<file path="src/rtl/three_buffer_block_mapper_top_assert.svh">
// ----------------------------------------------------------------------------
// Assertion macros for the three-buffer block mapper
// Shared property shapes: same-cycle and next-cycle implication.
// ----------------------------------------------------------------------------
`ifndef THREE_BUFFER_BLOCK_MAPPER_TOP_ASSERT_SVH
`define THREE_BUFFER_BLOCK_MAPPER_TOP_ASSERT_SVH

// same-cycle implication, checked outside reset
`define TBBM_ASSERT_IMP(lbl, clk, rst, ante, cons) \
  lbl: assert property (@(posedge clk) disable iff (rst) (ante) |-> (cons)) \
    else $error("tbbm: same-cycle implication failed");

// next-cycle implication, checked outside reset
`define TBBM_ASSERT_NXT(lbl, clk, rst, ante, cons) \
  lbl: assert property (@(posedge clk) disable iff (rst) (ante) |=> (cons)) \
    else $error("tbbm: next-cycle implication failed");

`endif

</file>
<file path="src/rtl/tbbm_pkg.sv">
// ----------------------------------------------------------------------------
// tbbm_pkg
// Constants, buffer codes and shared types of the three-buffer block mapper.
// ----------------------------------------------------------------------------
package tbbm_pkg;

  localparam int OFFSET_FIELD_BITS = 7;
  localparam int BYTE_SHIFT        = 2;
  localparam int BLOCK_FIELD_BITS  = 13;
  localparam int BLOCK_LIMIT       = 4096;
  localparam int BUFFER_BYTES      = 512;

  localparam int ADDR_W = 32;
  localparam int BLK_W  = BLOCK_FIELD_BITS;
  localparam int OFF_W  = $clog2(BUFFER_BYTES);
  localparam int LEFT_W = OFF_W + 1;

  typedef enum logic [1:0] {
    SEL_FIRST  = 2'd0,
    SEL_SECOND = 2'd1,
    SEL_WRITE  = 2'd2
  } buf_sel_t;

  typedef struct packed {
    logic [BLK_W-1:0] first_blk;
    logic [BLK_W-1:0] second_blk;
    logic [BLK_W-1:0] write_blk;
    logic             first_v;
    logic             second_v;
    logic             write_v;
    logic             first_dirty;
    logic             second_dirty;
    logic             last_second;
  } tag_state_t;

  typedef struct packed {
    logic             too_large;
    logic [BLK_W-1:0] block_number;
    logic             fill_valid;
    buf_sel_t         writeback_buffer;
    logic [BLK_W-1:0] writeback_block;
    logic             writeback_valid;
    logic [LEFT_W-1:0] bytes_left;
    logic [OFF_W-1:0] byte_offset;
    buf_sel_t         buffer_select;
  } map_result_t;

endpackage

</file>
<file path="src/rtl/tbbm_map.sv">
// ----------------------------------------------------------------------------
// tbbm_map
// Address split, three-way tag lookup, replacement choice and next tag state.
// ----------------------------------------------------------------------------
module tbbm_map (
  input  logic [tbbm_pkg::ADDR_W-1:0] line_address,
  input  logic                        is_write,
  input  tbbm_pkg::tag_state_t        cur,
  output tbbm_pkg::tag_state_t        nxt,
  output tbbm_pkg::map_result_t       res
);

  localparam int SH_W = tbbm_pkg::ADDR_W + tbbm_pkg::BYTE_SHIFT;

  logic [SH_W-1:0]                 shifted;
  logic [tbbm_pkg::ADDR_W-1:0]     blk_raw;
  logic [tbbm_pkg::BLK_W-1:0]      blk;
  logic [tbbm_pkg::OFF_W-1:0]      off;
  logic                            big;
  logic                            hit_first;
  logic                            hit_second;
  logic                            hit_write;

  assign shifted = SH_W'(line_address) << tbbm_pkg::BYTE_SHIFT;
  assign off     = shifted[tbbm_pkg::OFF_W-1:0];
  assign blk_raw = line_address >> tbbm_pkg::OFFSET_FIELD_BITS;
  assign blk     = blk_raw[tbbm_pkg::BLK_W-1:0];
  assign big     = {1'b0, blk} >= (tbbm_pkg::BLK_W+1)'(tbbm_pkg::BLOCK_LIMIT);

  assign hit_first  = cur.first_v  && (blk == cur.first_blk);
  assign hit_second = cur.second_v && (blk == cur.second_blk);
  assign hit_write  = cur.write_v  && (blk == cur.write_blk);

  always_comb begin
    nxt = cur;
    res.too_large        = big;
    res.block_number     = blk;
    res.byte_offset      = off;
    res.bytes_left       = tbbm_pkg::LEFT_W'(tbbm_pkg::BUFFER_BYTES) - {1'b0, off};
    res.buffer_select    = tbbm_pkg::SEL_FIRST;
    res.writeback_valid  = 1'b0;
    res.writeback_block  = '0;
    res.writeback_buffer = tbbm_pkg::SEL_FIRST;
    res.fill_valid       = 1'b0;

    priority if (big) begin
      // rejected: state stays as it is
    end else if (hit_first) begin
      if (is_write) begin
        nxt.first_dirty = 1'b1;
      end
      nxt.last_second   = 1'b0;
      res.buffer_select = tbbm_pkg::SEL_FIRST;
    end else if (hit_second) begin
      if (is_write) begin
        nxt.second_dirty = 1'b1;
      end
      nxt.last_second   = 1'b1;
      res.buffer_select = tbbm_pkg::SEL_SECOND;
    end else if (hit_write) begin
      res.buffer_select = tbbm_pkg::SEL_WRITE;
    end else if (!is_write) begin
      res.fill_valid = 1'b1;
      // replace the read buffer that was not used last
      if (!cur.last_second) begin
        if (cur.second_dirty) begin
          res.writeback_valid  = 1'b1;
          res.writeback_block  = cur.second_blk;
          res.writeback_buffer = tbbm_pkg::SEL_SECOND;
        end
        nxt.second_dirty  = 1'b0;
        nxt.second_blk    = blk;
        nxt.second_v      = 1'b1;
        nxt.last_second   = 1'b1;
        res.buffer_select = tbbm_pkg::SEL_SECOND;
      end else begin
        if (cur.first_dirty) begin
          res.writeback_valid  = 1'b1;
          res.writeback_block  = cur.first_blk;
          res.writeback_buffer = tbbm_pkg::SEL_FIRST;
        end
        nxt.first_dirty   = 1'b0;
        nxt.first_blk     = blk;
        nxt.first_v       = 1'b1;
        nxt.last_second   = 1'b0;
        res.buffer_select = tbbm_pkg::SEL_FIRST;
      end
    end else begin
      // write miss: flush whatever the write buffer holds, claim it, no fill
      if (cur.write_v) begin
        res.writeback_valid  = 1'b1;
        res.writeback_block  = cur.write_blk;
        res.writeback_buffer = tbbm_pkg::SEL_WRITE;
      end
      nxt.write_blk     = blk;
      nxt.write_v       = 1'b1;
      res.buffer_select = tbbm_pkg::SEL_WRITE;
    end
  end

endmodule

</file>
<file path="src/rtl/tbbm_tags.sv">
// ----------------------------------------------------------------------------
// tbbm_tags
// Held block numbers, valid and dirty flags and the read-buffer recency bit.
// ----------------------------------------------------------------------------
`include "three_buffer_block_mapper_top_assert.svh"

module tbbm_tags (
  input  logic                 clk,
  input  logic                 rst,
  input  logic                 update,
  input  logic                 rejected,
  input  tbbm_pkg::tag_state_t nxt,
  output tbbm_pkg::tag_state_t state
);

  always_ff @(posedge clk) begin
    if (rst) begin
      state <= '0;
    end else if (update) begin
      state <= nxt;
    end
  end

  `TBBM_ASSERT_IMP(a_first_dirty_held, clk, rst, state.first_dirty, state.first_v)
  `TBBM_ASSERT_IMP(a_second_dirty_held, clk, rst, state.second_dirty, state.second_v)
  `TBBM_ASSERT_NXT(a_reject_keeps_tags, clk, rst, update && rejected, $stable(state))

endmodule

</file>
<file path="src/rtl/three_buffer_block_mapper_top.sv">
// An accepted request is held in the input register, mapped, and registered in
// the result register, from which it is offered on the output stream.
// Throughput: one request per cycle unless the output stalls; a request's tag
// update lands in the same edge as its result, so the next request sees it.
// Reset (rst, synchronous): all three buffers empty and clean, first read
// buffer marked as used last, both pipeline registers empty.
// ----------------------------------------------------------------------------
// three_buffer_block_mapper_top
// Stream wrapper: input register, mapping logic, tag store, result register.
// ----------------------------------------------------------------------------
module three_buffer_block_mapper_top (
  input  logic        clk,
  input  logic        rst,
  input  logic        s_axis_tvalid,
  output logic        s_axis_tready,
  input  logic [31:0] s_axis_tdata,  // [31:0] line_address
  input  logic        s_axis_tuser,  // [0] is_write
  output logic        m_axis_tvalid,
  input  logic        m_axis_tready,
  // [1:0] buffer_select, [10:2] byte_offset, [20:11] bytes_left,
  // [21] writeback_valid, [34:22] writeback_block, [36:35] writeback_buffer,
  // [37] fill_valid, [50:38] block_number, [51] too_large, [55:52] zero
  output logic [55:0] m_axis_tdata
);

  localparam int RES_W = $bits(tbbm_pkg::map_result_t);

  logic                        in_v;
  logic [tbbm_pkg::ADDR_W-1:0] in_addr;
  logic                        in_wr;
  logic                        out_v;
  tbbm_pkg::map_result_t       out_res;
  logic                        advance;
  tbbm_pkg::tag_state_t        state;
  tbbm_pkg::tag_state_t        state_next;
  tbbm_pkg::map_result_t       res;

  assign advance       = in_v && (!out_v || m_axis_tready);
  assign s_axis_tready = !in_v || advance;

  always_ff @(posedge clk) begin
    if (rst) begin
      in_v <= 1'b0;
    end else if (s_axis_tready) begin
      in_v <= s_axis_tvalid;
    end
  end

  always_ff @(posedge clk) begin
    if (s_axis_tvalid && s_axis_tready) begin
      in_addr <= s_axis_tdata;
      in_wr   <= s_axis_tuser;
    end
  end

  tbbm_map u_map (
    .line_address (in_addr),
    .is_write     (in_wr),
    .cur          (state),
    .nxt          (state_next),
    .res          (res)
  );

  tbbm_tags u_tags (
    .clk      (clk),
    .rst      (rst),
    .update   (advance),
    .rejected (res.too_large),
    .nxt      (state_next),
    .state    (state)
  );

  always_ff @(posedge clk) begin
    if (rst) begin
      out_v <= 1'b0;
    end else if (advance) begin
      out_v <= 1'b1;
    end else if (m_axis_tready) begin
      out_v <= 1'b0;
    end
  end

  always_ff @(posedge clk) begin
    if (advance) begin
      out_res <= res;
    end
  end

  assign m_axis_tvalid = out_v;
  assign m_axis_tdata  = {(56 - RES_W)'(0), out_res};

endmodule

</file>
<file path="config.mk">
export PLATFORM = sky130hd
export DESIGN_NAME = three_buffer_block_mapper_top
export DESIGN_NICKNAME = d
export VERILOG_FILES = /design/src/rtl/tbbm_pkg.sv /design/src/rtl/tbbm_map.sv /design/src/rtl/tbbm_tags.sv /design/src/rtl/three_buffer_block_mapper_top.sv
export VERILOG_INCLUDE_DIRS = /design/src /design/src/rtl
export SDC_FILE = /design/constraint.sdc
export NUM_CORES = 1
export LEC_CHECK = 0
export BUFFER_PORTS_ARGS = -buffer_cell sky130_fd_sc_hd__buf_2
export CAP_MARGIN = 5
export CORE_ASPECT_RATIO = 1.25
export CORE_MARGIN = 2
export CORE_UTILIZATION = 44
export CTS_CLUSTER_DIAMETER = 50
export DETAILED_ROUTE_END_ITERATION = 8
export PLACE_DENSITY = 0.78
export SYNTH_ARGS = -nofsm -noshare
export SYNTH_HDL_FRONTEND = slang
export SYNTH_SLANG_ARGS = --single-unit
export TNS_END_PERCENT = 10
</file>
<file path="constraint.sdc">
create_clock -name clk -period 3.9 [get_ports clk]
set_input_delay 0.78 -clock clk [delete_from_list [all_inputs] [get_ports clk]]
set_output_delay 0.78 -clock clk [all_outputs]
set_load 0.02 [all_outputs]
</file>
### Word level (Yosys, flattened, before mapping)

Cells that the tools add are included.

* add/subtract/negate cells: 1
* $lt $le $gt $ge: 1
* eq/ne operators: 13
* multiplexer cells: 22
* bitwise logic cells: 6
* reductions and logical operators: 20

Operator list (count)
* $eq 13x13->1: 3
* $mux 16: 2
* $mux 15: 2
* $reduce_and 7->1: 4
* $mux 14: 1
* $ge 13x13->1 const B: 1
* $mux 1: 12
* $ne 2x1->1 const B: 5
* $sub 10x9->10 const A: 1
* $mux 2: 3
* $mux 3: 2
* $ne 3x1->1 const B: 2
* $not 1->1: 6
* $reduce_and 6->1: 1
* $logic_and 1x1->1: 5
* $ne 2x2->1 const B: 2
* $reduce_and 4->1: 1
* $reduce_bool 4->1: 1
* $reduce_or 4->1: 1
* $ne 3x3->1 const B: 1
* $reduce_or 3->1: 1
* $logic_not 1->1: 2
* $logic_or 1x1->1: 2
* $reduce_bool 2->1: 1
* $reduce_or 2->1: 1

* register bits: 118
* input bits: 37
* output and inout port bits: 58
* word-level logic and storage cells: 86

### Logic depth before layout (Yosys ltp)

* depth after elaboration: 5
* mapped depth: 9

### Hierarchy

Synthesis repeated with hierarchy kept, for this count alone.

* cells, all modules: 510
* area total of the unflattened synthesis: 6326.1 sq um

By module, submodules not included
* three_buffer_block_mapper_top: instances 1, cells each 100, area an instance 2690.1 sq um, seq. area each 2592.5 sq um
* tbbm_map: instances 1, cells each 265, area an instance 2000.7 sq um, seq. area each 0.0 sq um
* tbbm_tags: instances 1, cells each 145, area an instance 1635.3 sq um, seq. area each 900.9 sq um

### Worst setup path before layout

No wires, ideal clock.

* path type: input port to flip-flop
* from: input port m_axis_tready
* to: register, netlist name u_tags.state[0]
* library setup time: 129 ps
* arrival: 3651 ps
* slack: 120 ps
* stages on the path: 5
* path through: nor2b_1 > nor2b_1 > nand2b_1 > o41ai_1 > a21oi_1

* longest elaborated chain between the ends: 3

RTL lines
* start: declaration: line three_buffer_block_mapper_top.sv:19 `input logic m_axis_tready,`
* $logic_or 1x1->1: line three_buffer_block_mapper_top.sv:38 `assign advance = in_v && (!out_v || m_axis_tready);`
* $logic_and 1x1->1: line three_buffer_block_mapper_top.sv:38
* via advance: line three_buffer_block_mapper_top.sv:33 `logic advance;`
* $reduce_and 4->1 (no source line)

The timed path passes the listed nets, and every way through them passes these cells.
A chain may end at the register's enable or synchronous reset.

### Worst setup path in the final report

* from: register in_addr[19] (netlist name)
* to: register out_res, in the netlist m_axis_tdata[22], data pin

* longest elaborated chain between the ends: 3
* elaborated cells between the ends (all ways): 8
* those cells by class: order compare (1); eq/ne (3); reduce/logical (4)

RTL lines
* start: declaration: line three_buffer_block_mapper_top.sv:29 `logic [tbbm_pkg::ADDR_W-1:0] in_addr;`
* start signal: assignment: line three_buffer_block_mapper_top.sv:51 `in_addr <= s_axis_tdata;`
* branches (longest 2 deep; another with $ge 13x13->1)
* $reduce_or 4->1 (no source line) (*)
* end signal: assignment: line three_buffer_block_mapper_top.sv:85 `out_res <= res;`
* end: declaration: line three_buffer_block_mapper_top.sv:32 `tbbm_pkg::map_result_t out_res;`

Every way passes the cells marked *.

==> results.md <==
* Post-synth ARST share at 0
* Worst-Margin Slew at 1.09 ns
* Clock sink count at 115
* Critical-path top delay cell: nor4_4
* Clk pin slew, worst setup/hold paths at 0.06 ns
* Class of the worst hold path: flip-flop to flip-flop
* First-pass GRT wire length at 16500 um
* WP data arrival at 3.18 ns
* Setup CP Type: flip-flop to flip-flop
* Sw frac at 0.224
* Ant. Diodes at 0
* Slew Limit Fails at 0
* Commonest cells after routing, fill and taps aside: 74 x buf_2, 68 x edfxtp_1, 47 x dfxtp_1
* Most common cell after layout, fill and taps aside: buf_2
* Largest net degree at the start of global routing at 34
* Crit path capture type: flip-flop
* Status: finished with violations
* CTS buffer count at 17
* Via density per instance at 5.20
* Routed len/inst at 17.0 um
* Drt pass-1 iters at 7
* Leakage at 2.22 nW
* EDFF count, synth at 68
* DRC viols at 1
* Cells along the critical path: xnor2_1 > nand4_1 > nor4_4 > or3_1 > nor3_1 > a221o_1
* H-tree levels at 4
* Root Driver: clkbuf_16
* GP Congestion at 0.810
* Cell Pwr Density at 522 mW/mm2
* All-Layer GR Usage at 0.181
* Synthesis-to-layout area growth at 20.7%
* Setup crit start kind: flip-flop
* Crit. Startpoint: in_addr[19]$_DFFE_PP_
* Vias in the first global route at 3311
* Largest fanout on the critical path at 14
* Chip height at 122 um
* CP top delay family: simple AND/OR/NAND/NOR gates
* Die span in x at 98.4 um
* Syn Std Cell Area at 0.00490 mm2
* I/O pin cnt at 95
* Die area at 0.0120 mm2
* Via count at 3217
* Period Utilization, post-route at 0.775
* Slew HR at 0.270
* FF+latch count, synth at 115
* Final setup skew at 0.00720 ns
* Post-CTS setup buffers at 0
* Initial antenna violation count at 0
* Hold buffers post-CTS at 0
* Peak VDD IR at 337 uV
* GRT Residual Overflow at 0
* Failing checks: DRC
* Fin. Hold Viols at 0
* Core Region at 0.0110 mm2
* Final setup viols at 0
* Layout cells sized above 1 at 0.252
* Resize count post-CTS at 0
* CP Buf/Inv Count at 0
* Seq/Total Area, Yosys at 0.608
* Syn Inst Count at 403
* Synth unique cells at 41
* YS warnings at 0
* Post-route setup TNS at 0 ns
* Placed Area at 0.00533 mm2
* Capture point of the worst path: m_axis_tdata[22]$_SDFFCE_PP0P_
* Most used flip-flop cell after synthesis: edfxtp_1
* Reg2Reg Depth at 6
* R2r endpoint: m_axis_tdata[22]$_SDFFCE_PP0P_
* Worst EP required at 4.06 ns
* Final WL at 10500 um
* Max clock buf depth at 2
* Unrepaired setup endpoints after global routing: false
* Total Power at 3.09 mW
* Crit path depth at 6
* Max Fclk at 331 MHz
* Clk network pwr share at 0.501
* Sequential cell fraction of total power at 0.445
* Sw Pwr at 693 uW
* DR iter-0 viols at 195
* Clock latency at the later pin of the worst-skew pair at 0.42 ns
* Initial core utilization at 0.447
* Gate power share at 0.055
* Rows at 43
* FF-to-FF Start: in_addr[19]$_DFFE_PP_
* Internal power at 2.39 mW
* Design area at 0.00592 mm2
* CP max stage delay at 0.67 ns
* Max-cap check violation count at 0
* Fin nets at 509
* Mean Syn Cell Area at 12.2 um2
* Detail Route Antenna Nets at 0
* CTS tree: built
* Crit path time final at 3.02 ns
* FF-to-FF setup slack at 0.88 ns
* Dpl hpwl at 6670 um
* Port buffer count at 74
[final cells by class]
class,count,area [um2]
Inverter,21,78.8
Clock buffer,18,429
Fill cell,922,5060
Clock inverter,14,163
Timing Repair Buffer,80,415
Multi-Input combinational cell,236,1680
Sequential cell,115,2980
Tap cell,135,169
[state kept, by name (all words and copies together), names as in the netlist]
signal,flops
u_tags.state,45
m_axis_tdata,47
in_addr,20
in_wr,1
in_v,1
m_axis_tvalid,1
[synth_stat cells (all sizes together) (2+ instances only)]
master | instances | area [um2]
nor4b | 2 | 17.5
o21ai | 3 | 15.0
nand4 | 10 | 62.6
inv | 20 | 75.1
edfxtp | 68 | 2040
nor2b | 2 | 12.5
or3 | 2 | 17.5
a221o | 13 | 130
and2 | 2 | 12.5
nand2 | 33 | 124
xnor2 | 42 | 368
clkbuf | 8 | 30.0
a21oi | 5 | 25.0
nor3 | 16 | 85.1
mux2i | 36 | 360
nor2 | 39 | 146
nor4 | 8 | 114
dfxtp | 47 | 941
xor2 | 2 | 17.5
buf | 30 | 191
[kinds of logic (layout without fill, tap and decap cells)]
family	after synthesis	count (layout)	synth area share
other	1	8	0.000765
adder cells (fa/ha/maj)	1	1	0.00255
AO/OA/AOI/OAI	27	27	0.0452
flip-flops	115	115	0.608
buffers and inverters	59	133	0.0613
XOR/XNOR	44	44	0.0786
AND/OR/NAND/NOR	120	120	0.130
multiplexers	36	36	0.0735
[worst register-to-register path, stage by stage (launching register included)]
cell      delay, ns
edfxtp_1       0.59
xnor2_1        0.25
nand4_1        0.20
nor4_4         0.67
or3_1          0.63
nor3_1         0.13
a221o_1        0.30
[worst min-delay path by stage]
stage                                               to  depth (start not counted)                    startpoint
final                     u_tags.state[4]$_SDFFE_PP0P_                          2  u_tags.state[4]$_SDFFE_PP0P_
after global routing      u_tags.state[4]$_SDFFE_PP0P_                          2  u_tags.state[4]$_SDFFE_PP0P_
after CTS                 u_tags.state[4]$_SDFFE_PP0P_                          2  u_tags.state[4]$_SDFFE_PP0P_
after detailed placement  u_tags.state[4]$_SDFFE_PP0P_                          2  u_tags.state[4]$_SDFFE_PP0P_
after global placement    u_tags.state[4]$_SDFFE_PP0P_                          2  u_tags.state[4]$_SDFFE_PP0P_
after floorplan             m_axis_tdata[38]$_DFFE_PP_                          0          in_addr[7]$_DFFE_PP_
[power groups by stage]
| stage | registers (mW) | logic (mW) | clock network [mW] |
|---|---|---|---|
| after floorplan | 1.40 | 0.110 | 0 |
| after global placement | 1.39 | 0.164 | 0 |
| after detailed placement | 1.40 | 0.168 | 0 |
| after CTS | 1.37 | 0.170 | 1.57 |
| after global routing | 1.38 | 0.183 | 1.62 |
| final | 1.37 | 0.169 | 1.55 |
[through the flow]
step	hold slack, ns	instances	utilization	setup WS [ns]
after floorplan	0.421	410	-	0.120
after global placement	0.437	587	0.485	0.952
after detailed placement	0.448	587	0.485	0.944
after CTS	0.464	619	0.539	0.904
after global routing	0.486	619	0.539	0.739
final	0.461	619	0.539	0.878
[routing by layer]
metal / track usage / routed length (um)
met3: 0.0631 / 687
met4: 0.0813 / 258
met2: 0.312 / 5400
met5: 0 / 0
met1: 0.201 / 4150
Note: power is estimated with default switching activity, not from simulation.
